[config.mk]
export PLATFORM = sky130hd
export DESIGN_NAME = quadrature_knob_decoder_core
export DESIGN_NICKNAME = d
export VERILOG_FILES = /design/src/sv/qkd_pkg.sv /design/src/sv/qkd_mod_unit.sv /design/src/sv/quadrature_knob_decoder_core.sv
export SDC_FILE = /design/constraint.sdc
export NUM_CORES = 1
export LEC_CHECK = 0
export ABC_AREA = 0
export BUFFER_PORTS_ARGS = -buffer_cell sky130_fd_sc_hd__buf_2
export CELL_PAD_IN_SITES_DETAIL_PLACEMENT = 1
export CELL_PAD_IN_SITES_GLOBAL_PLACEMENT = 1
export CORE_UTILIZATION = 51
export DETAILED_ROUTE_END_ITERATION = 8
export GPL_TIMING_DRIVEN = 1
export PLACE_DENSITY_LB_ADDON = 0.25
export SLEW_MARGIN = 30
export SYNTH_ARGS = -nofsm -noshare
export SYNTH_HDL_FRONTEND = slang
export SYNTH_HIERARCHICAL = 1
export SYNTH_SLANG_ARGS = --single-unit
[constraint.sdc]
create_clock -name i_clk -period 15.8 [get_ports i_clk]
set_clock_uncertainty 0.05 [all_clocks]
set_input_delay 2.37 -clock i_clk [delete_from_list [all_inputs] [get_ports i_clk]]
set_output_delay 2.37 -clock i_clk [all_outputs]
set_load 0.02 [all_outputs]
[src/sv/qkd_pkg.sv]
// Shared constants, codes and helpers for the quadrature knob decoder.
`default_nettype none

package qkd_pkg;

    localparam int QKD_POSITION_WIDTH = 32;
    localparam int QKD_TIME_WIDTH     = 32;

    localparam int CFG_DATA_W  = 16;
    localparam int CFG_INDEX_W = 1;

    localparam logic [CFG_INDEX_W-1:0] REG_LIST_LENGTH = 1'd0;
    localparam logic [CFG_INDEX_W-1:0] REG_DEBOUNCE_MS = 1'd1;

    localparam logic [CFG_DATA_W-1:0] LIST_LENGTH_RESET = 16'd16;
    localparam logic [CFG_DATA_W-1:0] DEBOUNCE_RESET    = 16'd50;

    localparam logic [7:0] HIST_CCW = 8'h2b;
    localparam logic [7:0] HIST_CW  = 8'h17;

    // bit n set: transition code n is a legal Gray step
    localparam logic [15:0] CODE_VALID_MASK = 16'h6996;

    localparam logic [1:0] STEP_ZERO = 2'b00;
    localparam logic [1:0] STEP_POS  = 2'b01;
    localparam logic [1:0] STEP_NEG  = 2'b11;

    function automatic logic code_valid(input logic [3:0] code);
        return CODE_VALID_MASK[code];
    endfunction

endpackage

`default_nettype wire

[src/sv/qkd_mod_unit.sv]
// Bit-serial restoring remainder unit: signed position modulo list length.
`default_nettype none

module qkd_mod_unit
    import qkd_pkg::*;
#(
    parameter int POSITION_WIDTH = QKD_POSITION_WIDTH
) (
    input  wire                       i_clk,
    input  wire                       i_rst_n,
    input  wire                       i_start,
    input  wire  [POSITION_WIDTH-1:0] i_value,
    input  wire  [CFG_DATA_W-1:0]     i_modulus,
    output logic                      o_done,
    output logic [CFG_DATA_W-1:0]     o_result
);

    localparam int CNT_W = $clog2(POSITION_WIDTH + 1);

    logic                      r_busy;
    logic [CNT_W-1:0]          r_cnt;
    logic [POSITION_WIDTH-1:0] r_mag;
    logic [CFG_DATA_W-1:0]     r_rem;
    logic [CFG_DATA_W-1:0]     r_len;
    logic                      r_neg;

    logic [CFG_DATA_W:0]   trial;
    logic [CFG_DATA_W:0]   trial_sub;
    logic [CFG_DATA_W-1:0] n_rem;

    // one quotient bit per cycle, magnitude MSB first
    always_comb begin
        trial     = {r_rem, r_mag[POSITION_WIDTH-1]};
        trial_sub = trial - {1'b0, r_len};
        if (trial >= {1'b0, r_len}) begin
            n_rem = trial_sub[CFG_DATA_W-1:0];
        end else begin
            n_rem = trial[CFG_DATA_W-1:0];
        end
    end

    assign o_done = r_busy && (r_cnt == '0);

    always_comb begin
        if (r_len == '0) begin
            o_result = '0;
        end else if (r_neg && (r_rem != '0)) begin
            o_result = r_len - r_rem;
        end else begin
            o_result = r_rem;
        end
    end

    always_ff @(posedge i_clk) begin
        if (!i_rst_n) begin
            r_busy <= 1'b0;
            r_cnt  <= '0;
        end else if (i_start) begin
            r_busy <= 1'b1;
            r_cnt  <= CNT_W'(POSITION_WIDTH);
            r_neg  <= i_value[POSITION_WIDTH-1];
            r_mag  <= i_value[POSITION_WIDTH-1] ? (~i_value + 1'b1) : i_value;
            r_rem  <= '0;
            r_len  <= i_modulus;
        end else if (r_busy) begin
            if (r_cnt == '0) begin
                r_busy <= 1'b0;
            end else begin
                r_cnt <= r_cnt - 1'b1;
                r_rem <= n_rem;
                r_mag <= {r_mag[POSITION_WIDTH-2:0], 1'b0};
            end
        end
    end

endmodule

`default_nettype wire

[src/sv/quadrature_knob_decoder_core.sv]
// Top level: quadrature knob decoder with debounced push switch.
//
// Input channel (i_in_valid / o_in_stall): one sample per transaction, the two
// phase levels, the raw switch level (0 = pressed) and a free-running ms stamp.
// Output channel (o_out_valid / i_out_stall): one result per sample: detent
// step, position, position modulo list_length, and debounced button flags.
// Config port: i_cfg_we writes i_cfg_wdata to register i_cfg_index
// (0 = list_length, 1 = debounce_ms); write only while idle.
//
// The serial remainder unit, one bit a cycle over the position magnitude, sets
// the latency from input transaction to o_out_valid. No new sample is taken
// until the last result has moved into the output register. Phase and
// debounce state update in the accept cycle itself.
//
// The output register parts the two sides: the next sample is taken while a
// result still waits. If the receiver stalls longer, the finished remainder is
// parked and o_in_stall stays high until the output register frees up.
// Reset (synchronous, active low) clears all decoder state, the position, the
// debounce timer and the output valid, and restores the register defaults.
`default_nettype none

module quadrature_knob_decoder_core
    import qkd_pkg::*;
#(
    parameter int POSITION_WIDTH = QKD_POSITION_WIDTH,
    parameter int TIME_WIDTH     = QKD_TIME_WIDTH
) (
    input  wire                    i_clk,
    input  wire                    i_rst_n,

    input  wire                    i_cfg_we,
    input  wire  [CFG_INDEX_W-1:0] i_cfg_index,
    input  wire  [CFG_DATA_W-1:0]  i_cfg_wdata,

    input  wire                    i_in_valid,
    output logic                   o_in_stall,
    input  wire                    i_phase_a_level,
    input  wire                    i_phase_b_level,
    input  wire                    i_switch_level,
    input  wire  [31:0]            i_now_ms,

    output logic                   o_out_valid,
    input  wire                    i_out_stall,
    output logic signed [1:0]      o_step,
    output logic signed [31:0]     o_position,
    output logic [15:0]            o_wrapped_position,
    output logic                   o_pressed,
    output logic                   o_clicked,
    output logic                   o_released
);

    typedef enum logic [1:0] {
        S_IDLE,
        S_CALC,
        S_HOLD
    } t_state;

    // per-sample flags waiting for the remainder to finish
    typedef struct packed {
        logic [1:0] step;
        logic       clicked;
        logic       released;
    } t_result;

    t_state                    r_state;
    logic [CFG_DATA_W-1:0]     r_list_length;
    logic [CFG_DATA_W-1:0]     r_debounce;
    logic [3:0]                r_code;
    logic [7:0]                r_hist;
    logic [POSITION_WIDTH-1:0] r_pos;
    logic                      r_raw_last;
    logic [TIME_WIDTH-1:0]     r_last_change;
    logic                      r_pressed;
    t_result                   r_pend;
    logic [CFG_DATA_W-1:0]     r_wrap_pend;

    logic                      in_take;
    logic                      out_free;
    logic                      out_load;
    logic                      raw_pressed;
    logic [3:0]                n_code;
    logic                      code_ok;
    logic [7:0]                n_hist;
    logic                      step_up;
    logic                      step_dn;
    logic [POSITION_WIDTH-1:0] n_pos;
    logic [TIME_WIDTH-1:0]     now_t;
    logic [TIME_WIDTH-1:0]     n_last_change;
    logic [TIME_WIDTH-1:0]     elapsed;
    logic                      n_pressed;
    t_result                   n_pend;
    logic                      mod_done;
    logic [CFG_DATA_W-1:0]     mod_result;

    assign o_in_stall = (r_state != S_IDLE);
    assign in_take    = i_in_valid && !o_in_stall;
    assign out_free   = !o_out_valid || !i_out_stall;
    // a finished result moves into the output register this cycle
    assign out_load   = out_free && (((r_state == S_CALC) && mod_done) || (r_state == S_HOLD));

    // phase decode: previous pair in the upper bits, B is bit 1, A bit 0
    always_comb begin
        n_code  = {r_code[1:0], i_phase_b_level, i_phase_a_level};
        code_ok = code_valid(n_code);
        n_hist  = code_ok ? {r_hist[3:0], n_code} : r_hist;
        step_dn = code_ok && (n_hist == HIST_CCW);
        step_up = code_ok && (n_hist == HIST_CW);
        if (step_up) begin
            n_pos = r_pos + 1'b1;
        end else if (step_dn) begin
            n_pos = r_pos - 1'b1;
        end else begin
            n_pos = r_pos;
        end
    end

    // debounce: a raw edge restarts the timer, so elapsed is zero that sample
    always_comb begin
        raw_pressed   = ~i_switch_level;
        now_t         = i_now_ms[TIME_WIDTH-1:0];
        n_last_change = (raw_pressed != r_raw_last) ? now_t : r_last_change;
        elapsed       = now_t - n_last_change;
        n_pressed     = (elapsed > TIME_WIDTH'(r_debounce)) ? raw_pressed : r_pressed;

        n_pend.step     = step_up ? STEP_POS : (step_dn ? STEP_NEG : STEP_ZERO);
        n_pend.clicked  = n_pressed && !r_pressed;
        n_pend.released = !n_pressed && r_pressed;
    end

    qkd_mod_unit #(
        .POSITION_WIDTH(POSITION_WIDTH)
    ) u_mod (
        .i_clk    (i_clk),
        .i_rst_n  (i_rst_n),
        .i_start  (in_take),
        .i_value  (n_pos),
        .i_modulus(r_list_length),
        .o_done   (mod_done),
        .o_result (mod_result)
    );

    always_ff @(posedge i_clk) begin
        if (!i_rst_n) begin
            r_state       <= S_IDLE;
            r_list_length <= LIST_LENGTH_RESET;
            r_debounce    <= DEBOUNCE_RESET;
            r_code        <= '0;
            r_hist        <= '0;
            r_pos         <= '0;
            r_raw_last    <= 1'b0;
            r_last_change <= '0;
            r_pressed     <= 1'b0;
            o_out_valid   <= 1'b0;
        end else begin
            if (i_cfg_we) begin
                case (i_cfg_index)
                    REG_LIST_LENGTH: r_list_length <= i_cfg_wdata;
                    REG_DEBOUNCE_MS: r_debounce    <= i_cfg_wdata;
                    default: ;
                endcase
            end

            if (o_out_valid && !i_out_stall && !out_load) begin
                o_out_valid <= 1'b0;
            end

            case (r_state)
                S_IDLE: begin
                    if (in_take) begin
                        r_code        <= n_code;
                        r_hist        <= n_hist;
                        r_pos         <= n_pos;
                        r_raw_last    <= raw_pressed;
                        r_last_change <= n_last_change;
                        r_pressed     <= n_pressed;
                        r_pend        <= n_pend;
                        r_state       <= S_CALC;
                    end
                end
                S_CALC: begin
                    if (mod_done) begin
                        if (out_free) begin
                            o_out_valid        <= 1'b1;
                            o_step             <= r_pend.step;
                            o_position         <= 32'(signed'(r_pos));
                            o_wrapped_position <= mod_result;
                            o_pressed          <= r_pressed;
                            o_clicked          <= r_pend.clicked;
                            o_released         <= r_pend.released;
                            r_state            <= S_IDLE;
                        end else begin
                            r_wrap_pend <= mod_result;
                            r_state     <= S_HOLD;
                        end
                    end
                end
                S_HOLD: begin
                    if (out_free) begin
                        o_out_valid        <= 1'b1;
                        o_step             <= r_pend.step;
                        o_position         <= 32'(signed'(r_pos));
                        o_wrapped_position <= r_wrap_pend;
                        o_pressed          <= r_pressed;
                        o_clicked          <= r_pend.clicked;
                        o_released         <= r_pend.released;
                        r_state            <= S_IDLE;
                    end
                end
                default: begin
                    r_state <= S_IDLE;
                end
            endcase
        end
    end

endmodule

`default_nettype wire

**Word-level counts from Yosys, hierarchy flattened**

Memories as Yosys holds them, arrays and structs flattened.
Cells that the tools add are included.

- Flip-flop bits (word level): 256
- Bits in read-only memories: 16
- Output and inout port bits: 55
- Logic and storage cells: 143
- Memories kept: 1

Memories:

| memory | depth | bits a word | rd ports | clocked after Yosys merged registers in | write ports | RTL line | text |
|---|---|---|---|---|---|---|---|
| (no name shown) | 16 | 1 | 1 | 0 | 0 | qkd_pkg.sv:29 | `return CODE_VALID_MASK[code];` |

- $add $sub $neg: 7
- $lt $le $gt $ge: 3
- Equality and inequality tests: 10
- Mux-type cells: 50
- Bitwise gates (word level): 6
- Reductions and logical operators: 39

Operators by type and width:

| operator | count |
|---|---|
| two-way mux 32 bit | 9 |
| two-way mux 16 bit | 8 |
| adder 32 x 1 -> 32 bit (second input constant) | 2 |
| one-hot mux 32 bit (2 select lines) | 1 |
| > comparator 32 x 16 -> 1 bit | 1 |
| NOT 32 bit | 1 |
| one-hot mux 16 bit (2 select lines) | 1 |
| subtractor 16 bit | 2 |
| subtractor 32 x 1 -> 32 bit (second input constant) | 1 |
| subtractor 32 bit | 1 |
| two-way mux 6 bit | 3 |
| greater-or-equal comparator 17 x 16 -> 1 bit | 1 |
| zero test 16 bit | 1 |
| nonzero test 16 bit | 1 |
| two-way mux 1 bit | 14 |
| two-way mux 2 bit | 7 |
| AND reduction 2 bit | 6 |
| AND reduction 3 bit | 4 |
| logical AND 1 bit | 11 |
| != test 2 bit (second input constant) | 5 |
| equality test 8 x 5 -> 1 bit (second input constant) | 1 |
| equality test 8 x 6 -> 1 bit (second input constant) | 1 |
| two-way mux 8 bit | 1 |
| one-hot mux 1 bit (2 select lines) | 4 |
| other kinds (16) | 28 |

**Depth between registers and ports, before layout**

- Depth in word-level cells: 11
- Depth in mapped cells: 26
- Gate-level depth less buffers: 24

**Hierarchy**

Netlist, hierarchy kept.

Modules (own cells, without submodules):

| module | instances | cells an instance | area each (sq um) |
|---|---|---|---|
| quadrature_knob_decoder_core | 1 | 1186 | 10281.1 |
| qkd_mod_unit | 1 | 583 | 5420.2 |

**Worst setup path before layout**

OpenSTA, ideal clock, no wires.

- Path kind: input port to flip-flop
- Start point: input i_switch_level
- End point: register r_pend[1] in the netlist's numbering, data pin
- Setup time: 257 ps
- Arrival time: 6642 ps
- Setup slack: 8851 ps
- Cell stages on the path: 23
- Path buffers: 4
- Path through: xnor2_1 buf_6 buf_2 buf_1 mux2i_1 ha_1 clkbuf_1 inv_1 o41ai_1 a31oi_1 xnor2_1 ha_1 nand2_1 nor2_1 nand2_1 a21oi_1 o2111ai_1 a2111oi_0 o311ai_1 nor4_1 and4_1 and3_1 nor3_1

RTL lines:

| item | RTL line | text |
|---|---|---|
| start, declared | quadrature_knob_decoder_core.sv:39 | `input wire i_switch_level,` |
| end signal, assigned | quadrature_knob_decoder_core.sv:176 | `r_pend <= n_pend;` |
| end, declared | quadrature_knob_decoder_core.sv:74 | `t_result r_pend;` |

==> impl_metrics.toml <==
[clocking]
worst_setup_hold_path_clk_slew_ns = 0.06
tritoncts = "built"
cell_chosen_for_the_clock_root = "sky130_fd_sc_hd__clkbuf_16"
cts.path.max_buffers = 3
worstSkewPairLatency_ns = 0.56
post_cts_buffers = 0
post_cts_resize_count = 0
h_tree_depth = 1
numClockSinks = 252
cts-buffers-inserted = 29
ctsHoldBuffers = 0

[synth]
ys_async_sr_fraction_pct = 0
synth_simple_gate_area_share_pct = 19.3
proportion_of_synthesized_chip_area_in_sequential_cells_pct = 40.9
synth_top_area_share_pct = 26.4
synthesis.yosys.warnings = 6
syn_inst = 1769
netlist_area_sq_mm = 0.0157
synth_compound_gate_area_share_pct = 17.3
yosys.area_share.xor_xnor_pct = 7.47
dominant_combinational_cell_family_by_area_after_synthesis = "simple AND/OR/NAND/NOR gates"
synth_top_flop_cell = "sky130_fd_sc_hd__edfxtp_1"
yosys.cell_types.count = 85
synth.largest_area_cell = "sky130_fd_sc_hd__edfxtp_1"
synth-seq-cells = 252
synth_edf_count = 138
synthTopCellsByArea = "sky130_fd_sc_hd__edfxtp_1 26%, sky130_fd_sc_hd__dfxtp_1 15%, sky130_fd_sc_hd__ha_1 6.0%"
adder_and_majority_gate_portion_of_the_synthesized_area_pct = 6.36
synthesis.nets = 1903
muxShareOfSynthArea_pct = 4.31
syn_avg_cell_area_sq_um = 8.88

[global_routing]
gr-total-overflow = 0
antenna_found_initial = 4
gr-usage-met2_pct = 51.1
grt_use_met1_pct = 37.6
pin_count_of_the_biggest_net_entering_global_routing = 76
grt_util_met3_pct = 4.41
grt_most_used_layer = "met2"
global_route_wire_length_before_repair_um = 74800
first_global_vias = 14200
grt_use_total_pct = 29.7

[sta]
timing.final.hold_violations = 0
rsz0062_at_grt = "false"
timing.slew.headroom_pct = 40.7
hold-worst-slack_ns = 0.380
final_period_minus_worst_setup_slack_ns = 7.03
drv_slew = 0
worst_slew_pin_tran_ns = 0.889
tns_ns = 0
layout_worst_path_cycle_share_pct = 44.5
maxClockFrequency_mhz = 142
finalSetupViolCount = 0

[route]
post_drt_via_cell_ratio = 6.08
wire_per_inst_um = 21.0
via_count = 13700
route.detailed.drc = 0
number_of_detailed_routing_iterations_run_before_antenna_repair = 5
drt_first_iter_violations = 973
totalWireLength_um = 47200
postRouteAntennaNets = 0

[cells_and_area]
ff_latch_area_sq_mm = 0.00643
num-fill-cells = 3508
final_nets = 1968
syn2layout_area_growth_pct = 12.5
final_common_cell = "sky130_fd_sc_hd__nand2_1"
finish.instance_area_sq_mm = 0.0177
final_core_area_utilization_pct = 59.0
multi_input_comb_area_sq_mm = 0.00863
layout.cells.most_common_list = "235 x sky130_fd_sc_hd__nand2_1, 179 x sky130_fd_sc_hd__a21oi_1, 149 x sky130_fd_sc_hd__nor2_1"
post_route_cells_drive_above_1_share_pct = 12.8

[die]
die_x_um = 177
core.rowCount = 63
die-height_um = 177
pin_count = 112
die-area_sq_mm = 0.0315
core-area_sq_mm = 0.0300
initial_core_util_pct = 52.4

[setup_path]
critical_path.startpoint = "i_switch_level"
critPathCaptureType = "flip-flop"
cp-start-kind = "primary input"
worstReg2RegStart = "r_raw_last"
worst-setup-path-type = "primary input to flip-flop"
ff2ff_setup_slack_ns = 10.32
worstPathMaxFanout = 23
cp.arrival_ns = 7.28
critical_path_destination = "r_pend[1]"
worst-r2r-cell-count = 25
worst-endpoint-required_ns = 16.05
crit_reg_reg_endpoint = "r_pend[1]"

[worst_hold_path]
path_type_of_the_worst_min_delay_path = "flip-flop to flip-flop"
hold-path-cell-count = 0

[run_status]
result_of_the_run = "complete, no violations"

[placement]
port_buffers = 111
dp_hpwl_um = 32900
routabilityCongestion = 0.876
area_after_dpl_sq_mm = 0.0165

[power_and_ir_drop]
totalPowerFinal_mw = 2.01
max-vdd-ir-drop_mv = 0.0924
leakagePower_nw = 6.94
pwr_density_cell_mw_per_mm2 = 114

[flow_run]
maxCapViolCount = 0
==> registers in the layout, indices dropped and copies added, names as in the netlist, 2 cells and up <==
| name | count |
|---|---|
| r_state | 2 |
| r_pos | 32 |
| r_code | 2 |
| r_list_length | 16 |
| o_wrapped_position | 16 |
| r_last_change | 32 |
| r_wrap_pend | 16 |
| u_mod/r_cnt | 6 |
| o_step | 2 |
| r_debounce | 16 |
| u_mod/r_len | 16 |
| o_position | 32 |
| r_hist | 4 |
| u_mod/r_mag | 32 |
| r_pend | 4 |
| u_mod/r_rem | 16 |
==> layer usage <==
| metal | wire, um | part of all wire, % |
|---|---|---|
| met1 | 20400 | 43 |
| met3 | 1930 | 4.1 |
| met5 | 13 | 0.028 |
| met2 | 23200 | 49 |
| met4 | 1650 | 3.5 |
==> critical path, cell delays in order <==
cell	delay [ns]
sky130_fd_sc_hd__buf_2	0.15
sky130_fd_sc_hd__xor2_1	0.17
sky130_fd_sc_hd__buf_4	0.29
sky130_fd_sc_hd__nand2_1	0.08
sky130_fd_sc_hd__o21ai_0	0.10
sky130_fd_sc_hd__ha_1	0.22
sky130_fd_sc_hd__inv_1	0.07
sky130_fd_sc_hd__ha_1	0.18
sky130_fd_sc_hd__a21oi_1	0.21
sky130_fd_sc_hd__o22ai_2	0.18
sky130_fd_sc_hd__o21ai_0	0.29
sky130_fd_sc_hd__a21oi_1	0.16
sky130_fd_sc_hd__a31oi_1	0.34
sky130_fd_sc_hd__xnor2_1	0.13
sky130_fd_sc_hd__ha_1	0.29
sky130_fd_sc_hd__nand2_1	0.06
sky130_fd_sc_hd__nor2_1	0.14
sky130_fd_sc_hd__nand2_1	0.07
sky130_fd_sc_hd__a21oi_1	0.18
sky130_fd_sc_hd__o2111ai_1	0.12
sky130_fd_sc_hd__a2111oi_0	0.44
sky130_fd_sc_hd__o311ai_1	0.17
sky130_fd_sc_hd__nor4_1	0.21
sky130_fd_sc_hd__and4_1	0.32
sky130_fd_sc_hd__and3_1	0.26
sky130_fd_sc_hd__nor3_1	0.07
==> where the power goes <==
| part | total [mW] | internal (mW) | switching, mW |
|---|---|---|---|
| sequential | 0.755 | 0.730 | 0.0252 |
| clock | 0.787 | 0.498 | 0.289 |
| combinational | 0.464 | 0.179 | 0.285 |
| total | 2.01 | 1.41 | 0.600 |
==> area by class of cell <==
| type | count | share of cell area [%] |
|---|---|---|
| multi-input combinational | 1343 | 48.9 |
| sequential | 252 | 36.4 |
| clock buffer | 30 | 4.13 |
| timing repair buffer | 126 | 3.92 |
| tap | 390 | 2.76 |
| clock inverter | 24 | 2.15 |
| inverter | 82 | 1.75 |
| antenna | 3 | 0.0425 |
==> cells in the mapped netlist, types with 4 or more instances <==
master	number
sky130_fd_sc_hd__o31ai_1	18
sky130_fd_sc_hd__inv_1	79
sky130_fd_sc_hd__o21ai_0	63
sky130_fd_sc_hd__nand3_1	32
sky130_fd_sc_hd__nor4_1	18
sky130_fd_sc_hd__o41ai_1	9
sky130_fd_sc_hd__o21a_1	16
sky130_fd_sc_hd__mux2i_1	44
sky130_fd_sc_hd__clkbuf_1	73
sky130_fd_sc_hd__nor2b_1	23
sky130_fd_sc_hd__nor3_1	34
sky130_fd_sc_hd__mux2_2	21
sky130_fd_sc_hd__a211oi_1	17
sky130_fd_sc_hd__or4_1	8
sky130_fd_sc_hd__and3_1	8
sky130_fd_sc_hd__nor2_1	151
sky130_fd_sc_hd__buf_1	10
sky130_fd_sc_hd__xor2_1	69
sky130_fd_sc_hd__nand4_1	23
sky130_fd_sc_hd__a41oi_1	4
sky130_fd_sc_hd__or3_4	4
sky130_fd_sc_hd__nand2b_1	22
sky130_fd_sc_hd__buf_2	7
sky130_fd_sc_hd__o31ai_2	4
sky130_fd_sc_hd__edfxtp_1	138
sky130_fd_sc_hd__or3_1	27
sky130_fd_sc_hd__o31a_1	4
sky130_fd_sc_hd__xnor2_1	65
sky130_fd_sc_hd__o211ai_1	6
sky130_fd_sc_hd__ha_1	75
sky130_fd_sc_hd__dfxtp_1	114
sky130_fd_sc_hd__or2_2	10
sky130_fd_sc_hd__nor3b_1	6
sky130_fd_sc_hd__a21oi_1	180
sky130_fd_sc_hd__a31oi_1	25
sky130_fd_sc_hd__nand2_1	235
sky130_fd_sc_hd__a211o_1	5
sky130_fd_sc_hd__o21bai_1	5
sky130_fd_sc_hd__and2_1	6
sky130_fd_sc_hd__a21o_1	24
sky130_fd_sc_hd__o221ai_1	4
sky130_fd_sc_hd__and4_1	9
==> worst min path at each step <==
stage,start,end,slack [ns]
2_1_floorplan,r_pend[1],o_clicked,0.35
3_3_place_gp,r_list_length[14],u_mod/r_len[14],0.37
3_5_place_dp,r_list_length[7],u_mod/r_len[7],0.37
4_1_cts,r_list_length[4],u_mod/r_len[4],0.38
5_1_grt,r_list_length[7],u_mod/r_len[7],0.39
6_report,r_list_length[7],u_mod/r_len[7],0.38
==> kinds of logic after synthesis <==
logic type	after synthesis
flops	252
buf+inv	174
mux	65
simple gates	634
xor+xnor	134
fa+ha+maj	79
compound gates	431
==> through the flow <==
step	std cells	worst slack (ns)
after floorplan	1769	8.85
after global placement	2191	8.61
after detailed placement	2192	8.31
after CTS	2246	8.83
after global routing	2250	8.26
final	2250	8.77
(Power assumes the default switching activity.)
